### config.mk
export PLATFORM = sky130hd
export DESIGN_NAME = stepper_rate_ramp_pulse_generator
export DESIGN_NICKNAME = d
export VERILOG_FILES = /design/src/hdl/srpg_pkg.sv /design/src/hdl/srpg_core.sv /design/src/hdl/stepper_rate_ramp_pulse_generator.sv
export VERILOG_INCLUDE_DIRS = /design/src /design/src/hdl
export SDC_FILE = /design/constraint.sdc
export NUM_CORES = 1
export LEC_CHECK = 0
export ABC_AREA = 1
export BUFFER_PORTS_ARGS = -buffer_cell sky130_fd_sc_hd__buf_2
export CAP_MARGIN = 20
export CORE_UTILIZATION = 39
export CTS_CLUSTER_SIZE = 24
export DETAILED_ROUTE_END_ITERATION = 16
export GPL_TIMING_DRIVEN = 0
export MAX_ROUTING_LAYER = met4
export SYNTH_ARGS = -nofsm -noshare
export SYNTH_HDL_FRONTEND = slang
export SYNTH_SLANG_ARGS = --single-unit
export TNS_END_PERCENT = 20
### constraint.sdc
create_clock -name clk -period 22.2 [get_ports clk]
set_input_delay 2.22 -clock clk [delete_from_list [all_inputs] [get_ports clk]]
set_output_delay 2.22 -clock clk [all_outputs]
set_load 0.1 [all_outputs]
### src/hdl/stepper_rate_ramp_pulse_generator_assert.svh
// Assertion macros shared by the stepper rate ramp pulse generator modules.
`ifndef STEPPER_RATE_RAMP_PULSE_GENERATOR_ASSERT_SVH
`define STEPPER_RATE_RAMP_PULSE_GENERATOR_ASSERT_SVH
`ifndef SYNTHESIS
`define SRPG_ASSERT_ALWAYS(lbl, cond) \
  lbl: assert property (@(posedge clk) disable iff (!rst_n) (cond)) \
    else $error("srpg assertion failed");
`define SRPG_ASSERT_NEXT(lbl, pre, post) \
  lbl: assert property (@(posedge clk) disable iff (!rst_n) (pre) |=> (post)) \
    else $error("srpg assertion failed");
`else
`define SRPG_ASSERT_ALWAYS(lbl, cond)
`define SRPG_ASSERT_NEXT(lbl, pre, post)
`endif
`endif

### src/hdl/srpg_pkg.sv
// Types and constants for the stepper rate ramp pulse generator.
package srpg_pkg;

  localparam int RateW  = 20;
  localparam int AccW   = 21;
  localparam int SlewW  = 16;
  localparam int ElapW  = 16;
  localparam int ProdW  = SlewW + ElapW;
  localparam int LimitW = ProdW - 8;

  localparam logic [1:0] OP_TICK = 2'd0;
  localparam logic [1:0] OP_SLEW = 2'd1;
  localparam logic [1:0] OP_SET  = 2'd2;

  localparam logic REG_TICK_RATE = 1'b0;
  localparam logic REG_SLEW_Q8   = 1'b1;

  localparam logic [RateW-1:0] TICK_RATE_RST = 20'd20000;
  localparam logic [SlewW-1:0] SLEW_Q8_RST   = 16'd256;

  typedef struct packed {
    logic [1:0]       op;
    logic [ElapW-1:0] elapsed_ms;
    logic [RateW-1:0] target_rate;
  } srpg_in_t;

  typedef struct packed {
    logic             step_out;
    logic [RateW-1:0] rate_now;
    logic             at_speed;
  } srpg_out_t;

  typedef struct packed {
    logic             we;
    logic             idx;
    logic [RateW-1:0] wdata;
  } srpg_cfg_t;

endpackage

### src/hdl/srpg_core.sv
// Step generator state, configuration registers and next-state logic.
`include "stepper_rate_ramp_pulse_generator_assert.svh"
module srpg_core
  import srpg_pkg::*;
(
  input  logic      clk,
  input  logic      rst_n,
  input  srpg_cfg_t cfg,
  input  logic      adv,
  input  srpg_in_t  item,
  output srpg_out_t res
);

  logic [RateW-1:0]  tick_rate_r;
  logic [SlewW-1:0]  slew_q8_r;
  logic [AccW-1:0]   phase_r, phase_nxt;
  logic              pulse_r, pulse_nxt;
  logic [RateW-1:0]  rate_r, rate_nxt;
  logic [RateW-1:0]  target_r, target_nxt;

  logic [AccW-1:0]   acc_sum;
  logic [AccW-1:0]   acc_sub;
  logic [ProdW-1:0]  prod;
  logic [LimitW-1:0] limit;
  logic              ramp_up;
  logic [RateW-1:0]  gap;
  logic [RateW-1:0]  step_amt;

  assign acc_sum  = phase_r + {1'b0, rate_r};
  assign acc_sub  = acc_sum - {1'b0, tick_rate_r};
  assign prod     = slew_q8_r * item.elapsed_ms;
  assign limit    = prod[ProdW-1:8];
  assign ramp_up  = rate_r < target_r;
  assign gap      = ramp_up ? (target_r - rate_r) : (rate_r - target_r);
  // The move is the smaller of the slew limit and the remaining gap.
  assign step_amt = (limit < {{(LimitW-RateW){1'b0}}, gap}) ? limit[RateW-1:0] : gap;

  always_comb begin
    phase_nxt  = phase_r;
    pulse_nxt  = pulse_r;
    rate_nxt   = rate_r;
    target_nxt = target_r;
    unique case (item.op)
      OP_TICK: begin
        if (pulse_r) begin
          pulse_nxt = 1'b0;
        end else if (rate_r != '0) begin
          if (acc_sum >= {1'b0, tick_rate_r}) begin
            phase_nxt = acc_sub;
            pulse_nxt = 1'b1;
          end else begin
            phase_nxt = acc_sum;
          end
        end
      end
      OP_SLEW: begin
        if (item.elapsed_ms != '0) begin
          rate_nxt = ramp_up ? (rate_r + step_amt) : (rate_r - step_amt);
        end
      end
      OP_SET: begin
        target_nxt = (item.target_rate < tick_rate_r) ? item.target_rate : tick_rate_r;
      end
      default: begin
      end
    endcase
  end

  assign res.step_out = pulse_nxt;
  assign res.rate_now = rate_nxt;
  assign res.at_speed = (target_nxt != '0) && (rate_nxt == target_nxt);

  always_ff @(posedge clk) begin
    if (!rst_n) begin
      tick_rate_r <= TICK_RATE_RST;
      slew_q8_r   <= SLEW_Q8_RST;
      phase_r     <= '0;
      pulse_r     <= 1'b0;
      rate_r      <= '0;
      target_r    <= '0;
    end else begin
      if (cfg.we) begin
        unique case (cfg.idx)
          REG_TICK_RATE: tick_rate_r <= cfg.wdata;
          REG_SLEW_Q8:   slew_q8_r   <= cfg.wdata[SlewW-1:0];
          default: begin
          end
        endcase
      end
      if (adv) begin
        phase_r  <= phase_nxt;
        pulse_r  <= pulse_nxt;
        rate_r   <= rate_nxt;
        target_r <= target_nxt;
      end
    end
  end

  `SRPG_ASSERT_NEXT(a_pulse_one_tick, adv && (item.op == OP_TICK) && pulse_r, !pulse_r)
  `SRPG_ASSERT_NEXT(a_phase_tick_only, !(adv && (item.op == OP_TICK)), $stable(phase_r))
  `SRPG_ASSERT_NEXT(a_rate_slew_only, !(adv && (item.op == OP_SLEW)), $stable(rate_r))

endmodule

### src/hdl/stepper_rate_ramp_pulse_generator.sv
// Top level of the stepper rate ramp pulse generator: input and result registers.
// Each item is held in the input register, and its result then moves into the result register.
// Throughput: one item per cycle while the result register is not held; the core updates its state in a single pass.
// in_stall rises only when the input register is full and the result register is held.
// Reset clears both valid flags, the step state and the target, and loads
// tick_rate with 20000 and slew_q8 with 256.
`include "stepper_rate_ramp_pulse_generator_assert.svh"
module stepper_rate_ramp_pulse_generator
  import srpg_pkg::*;
(
  input  logic             clk,
  input  logic             rst_n,
  input  logic             cfg_we,
  input  logic             cfg_idx,
  input  logic [RateW-1:0] cfg_wdata,
  input  logic             in_valid,
  output logic             in_stall,
  input  srpg_in_t         in_data,
  output logic             out_valid,
  input  logic             out_stall,
  output srpg_out_t        out_data
);

  logic      s1_v_r, s1_v_nxt;
  srpg_in_t  s1_r;
  logic      out_v_r, out_v_nxt;
  srpg_out_t out_r;
  logic      adv;
  logic      in_take;
  srpg_cfg_t cfg;
  srpg_out_t res;

  assign cfg.we    = cfg_we;
  assign cfg.idx   = cfg_idx;
  assign cfg.wdata = cfg_wdata;

  // The held item moves into the result register when that register is free
  // or its result is being transferred out in this cycle.
  assign adv       = s1_v_r && (!out_v_r || !out_stall);
  assign in_stall  = s1_v_r && !adv;
  assign in_take   = in_valid && !in_stall;
  assign s1_v_nxt  = in_take || (s1_v_r && !adv);
  assign out_v_nxt = adv || (out_v_r && out_stall);

  srpg_core u_core (
    .clk   (clk),
    .rst_n (rst_n),
    .cfg   (cfg),
    .adv   (adv),
    .item  (s1_r),
    .res   (res)
  );

  always_ff @(posedge clk) begin
    if (!rst_n) begin
      s1_v_r  <= 1'b0;
      out_v_r <= 1'b0;
    end else begin
      s1_v_r  <= s1_v_nxt;
      out_v_r <= out_v_nxt;
    end
  end

  always_ff @(posedge clk) begin
    if (in_take) begin
      s1_r <= in_data;
    end
    if (adv) begin
      out_r <= res;
    end
  end

  assign out_valid = out_v_r;
  assign out_data  = out_r;

  `SRPG_ASSERT_ALWAYS(a_stall_needs_item, !in_stall || s1_v_r)
  `SRPG_ASSERT_NEXT(a_adv_fills_out, adv, out_v_r)

endmodule

Yosys cells after proc, flatten, opt, wreduce, memory -nomap -nowiden:

Cells that the tools add are included.
Widths: inputs -> output; s select.

* register bits after elaboration: 160
* latch bits: 0
* memory bits (writable): 0
* ROM bits: 0
* bits of input ports: 64
* memories kept: 0

* $add $sub $neg: 6
* multiply operators: 1
* div/mod/pow operators: 0
* magnitude comparators: 4
* equal/unequal tests: 3
* shifts and indexed selects: 0
* mux-type cells: 12
* bitwise gates (word level): 2
* reduce and logical (&&, ||, !) cells: 19

Operators with widths (count)
* $mux 20: 7
* $sub 20x20->20: 3
* $lt 20x20->1: 2
* $reduce_bool 20->1: 2
* $mul 16x16->32: 1
* $lt 24x20->1: 1
* $add 21x20->21: 1
* $ge 21x20->1: 1
* $mux 21: 1
* $sub 21x20->21: 1
* $add 20x20->20: 1
* $eq 20x20->1: 1
* $reduce_bool 16->1: 1
* $logic_and 1x1->1: 5
* $logic_not 1->1: 4
* $mux 1: 4
* $reduce_and 2->1: 2
* $reduce_and 4->1: 1
* $logic_or 1x1->1: 3
* $eq 2x1->1 const B: 1
* $eq 2x2->1 const B: 1
* $logic_not 2->1: 1
* $not 1->1: 2

Depth between registers and ports, before layout:

* word-level depth: 10
* depth in mapped cells: 64

By module:

From an unflattened synthesis, not the netlist that was laid out.

* cells, all modules: 2944
* area total of the unflattened synthesis: 21594.5 µm²

By module, submodules not included
* srpg_core: times used 1, cells each 2871, area an instance 19697.6 µm², sequential area each 1961.9 µm²
* stepper_rate_ramp_pulse_generator: times used 1, cells each 73, area an instance 1896.8 µm², sequential area each 1841.8 µm²

Worst setup path after synthesis:

Ideal clock, no wire load.

* path kind: register to register
* start: reg s1_r[27] (netlist name)
* end: reg out_r (netlist bit out_data[0]) (data pin)
* arrival time: 9.470 ns
* required time: 22.065 ns
* setup slack: 12.595 ns
* stages on the path, launching flop included: 57
* path buffers: 3
* clock period less this slack: 9.605 ns
* path through: edfxtp_1 clkbuf_1 clkbuf_1 nand2_1 fa_1 inv_1 fa_1 inv_1 fa_1 inv_1 fa_1 fa_1 inv_1 fa_1 inv_1 ha_1 a21oi_1 o21ai_0 [21 not listed] inv_1 nand3_1 o21ai_0 xor2_1 ha_1 a21oi_1 o21ai_0 a21oi_1 nand2_1 or2_2 nand3_1 o21ai_0 xor2_1 nor4_1 nand3_1 nor3_1 nand4_1 nor2_2

RTL lines
* from (decl): line stepper_rate_ramp_pulse_generator.sv:25 `srpg_in_t s1_r;`
* from (signal assigned): line stepper_rate_ramp_pulse_generator.sv:66 `s1_r <= in_data;`
* to (signal assigned): line stepper_rate_ramp_pulse_generator.sv:69 `out_r <= res;`
* to (decl): line stepper_rate_ramp_pulse_generator.sv:27 `srpg_out_t out_r;`

==> results.yml <==
status:
  outcome: "completed"
clock_network:
  clock-sinks: 160
  cts_hold_buf: 0
  path_clk_slew_ps: 60
  cts_setup_buffers: 0
  clock_path_buffers: 2
  cts-root-buf: "clkbuf_16"
  htreeDepth: 4
  clk_latency_ps: 480
  cts_tree: "done"
  cts_made_buffers: 17
  cts.repair.resized: 0
critical_path:
  cp.required_ps: 22520
  slowest_stage: "clkbuf_1"
  critPathCaptureType: "flip-flop"
  cp_max_fo: 10
  path_class: "flip-flop to flip-flop"
  crit_path_start_kind: "flip-flop"
  worstPathArrival_ps: 12690
  path_common_cell: "nand2_1"
  cpPeakStageDelay_ps: 600
timing:
  fmax_ghz: 0.0809
  setup_viol: 0
  slew_headroom_pct: 40.0
  final_max_slew_viol_count: 0
  period_share_pct: 55.7
  clock_skew_ps: 18.7
  period_needed_ps: 12360
  setup_tns_ps: 0
  tightestPinTransition_ps: 899
  rsz0062_at_grt: "false"
  finalHoldViolCount: 0
route:
  vias_per_cell: 5.08
  drt_iter0_drc: 1443
  routedWlPerCell_microns: 17.5
  vias: 19200
  drtAntennaViolNets: 0
  wl_microns: 66100
  dr.pass1.iters: 5
  drcViolationCount: 0
die:
  dieArea_sq_mm: 0.0564
  io_pins: 88
  num_rows: 85
  coreArea_sq_mm: 0.0543
  start_util_pct: 39.8
  die_y_microns: 238
  die_x_microns: 238
power_and_ir_drop:
  p_leak_nw: 12.4
  powerDensity_mw_per_mm2: 132
  ir_drop_v: 0.0000902
grt:
  grt_first_pass_wirelength_microns: 106000
  gr-total-overflow: 0
  grt_pass1_vias: 19200
  antenna_found_initial: 1
  track_usage_pct: 25.1
  grt_max_degree: 39
final_layout:
  fin_cells: 3787
  areaGrowthSynthToFinish_pct: 9.08
  nets: 3533
  drive_gt1_share_pct: 7.19
  fin_area_sq_mm: 0.0236
yosys:
  yosys-mux-area-fraction_pct: 0.0463
  synth-compound-area-share_pct: 14.0
  synth_top_family_by_area: "adder cells"
  yosysTopAreaCell: "fa_1"
  synth_fp_nets: 3426
  synthTopCellsByArea: "fa_1, ha_1, nand2_1, inv_1, dfxtp_1"
  synth_seq_area_share_pct: 17.6
  synthesis.area_sq_mm: 0.0216
  ys_types: 62
  synth_fa_ha_area_share_pct: 32.0
  synth_edf_count: 60
  ys_ff_latch: 160
  syn-instance-count: 2927
  synth_ff_type: "dfxtp_1"
  synth_xor_area_share_pct: 4.72
  synthSimpleGateAreaFrac_pct: 18.6
  synth_warnings: 0
  async_flop_share_pct: 0
  netlist.area_leader.share_pct: 18.3
  avgSynthCellArea_sq_um: 7.39
  synth_most_common_cell: "nand2_1"
  synth_commonest_cells: "nand2_1, inv_1, ha_1"
hold_path:
  holdCritPathClass: "flip-flop to flip-flop"
placed_design:
  gp_congestion: 0.979
  place_area_sq_mm: 0.0230
  dp.cells: 3753
  hpwl_microns: 55400
  io_buffers: 87
job:
  drv_cap: 0
flip-flops by register name (all words and copies together) (netlist names):
signal              count
out_data               22
u_core.pulse_r          1
s1_v_r                  1
u_core.phase_r         21
out_valid               1
u_core.slew_q8_r       16
s1_r                   38
u_core.tick_rate_r     20
u_core.rate_r          20
u_core.target_r        20
routing by layer:
metal	vias to the layer above	global-route usage [%]	part of all wire, %
met3	115	3.05	6.1
met1	9102	32.7	45
met5	-	-	0
met4	0	9.64	3.7
li1	9413	-	-
met2	617	39.6	45
final timing paths:
check,from,endpoint,slack (ps),depth (start not counted)
worst min-delay path,u_core.phase_r[17],u_core.phase_r[17],470,2
worst max register to register,u_core.slew_q8_r[7],out_data[0],9840,56
worst min register to register,u_core.phase_r[17],u_core.phase_r[17],470,2
worst max-delay path,u_core.slew_q8_r[7],out_data[0],9840,56
cells in the final DEF (no fill, tap or decap), types with 6 or more instances in the layout:
cell type  Yosys  routed
clkbuf_1      94      98
nand3_2        6       6
ha_1         237     237
inv_1        609     608
clkbuf_16      0      17
xor2_1        61      61
nor3_1        14      14
edfxtp_1      60      60
dfxtp_1      100     100
a21o_1         6       6
nand2_2       29      29
or2_2          7       7
nor2_1       131     131
fa_1         198     198
inv_2          5       6
o211ai_1      48      48
o21ai_1       11      11
xnor2_1       50      50
o21ai_0      190     190
nor4_1        21      21
buf_2         10      97
nand2_1      636     636
a31oi_1        9       9
nand4_1       10      10
nor2_2         7       7
nand3_1       58      58
o22ai_1        6       6
nand3b_1       8       8
nand2_4        6       6
a21oi_1      234     234
report_power, final:
group | internal (mW) | leakage [nW] | switching (mW)
clock network | 0.167 | 0.276 | 0.134
registers | 0.342 | 1.40 | 0.0218
logic | 0.830 | 10.8 | 1.62
total | 1.34 | 12.4 | 1.77
cell type report:
type,instances,area (sq um)
Multi-Input combinational cell,2035,15000
Fill cell,5748,30800
Antenna cell,1,2.50
Clock buffer,21,440
Buffer,117,500
Sequential cell,160,3800
Tap cell,739,925
Clock inverter,11,134
Timing Repair Buffer,88,463
Inverter,615,2310
metrics by stage:
stage / worst slack, ps / hold slack [ps] / utilization (%) / power, mW
6_report: 9840 / 469 / 43.4 / 3.11
5_1_grt: 9020 / 488 / 43.4 / 3.43
4_1_cts: 10050 / 471 / 43.4 / 3.10
3_5_place_dp: 10100 / 461 / 42.3 / 2.78
3_3_place_gp: 10080 / 459 / 42.3 / 2.78
2_1_floorplan: 12590 / 449 / - / 2.15
critical path, delay by kind of cell, from the launching register on:
family / cells / cell delay, ps
adders and majority gates: 9 / 4030
and+or+nand+nor: 26 / 3240
xor gates and xnor gates: 3 / 1170
buffers and inverters: 9 / 1570
AOI/OAI and AO/OA: 9 / 1880
DFF: 1 / 310
kinds of logic after synthesis:
logic type	count (synthesis)
AOI/OAI and AO/OA	543
xor gates and xnor gates	114
adders and majority gates	435
buffers and inverters	732
DFF	160
muxes	1
and+or+nand+nor	942
Power figures use the tool's default switching activity.
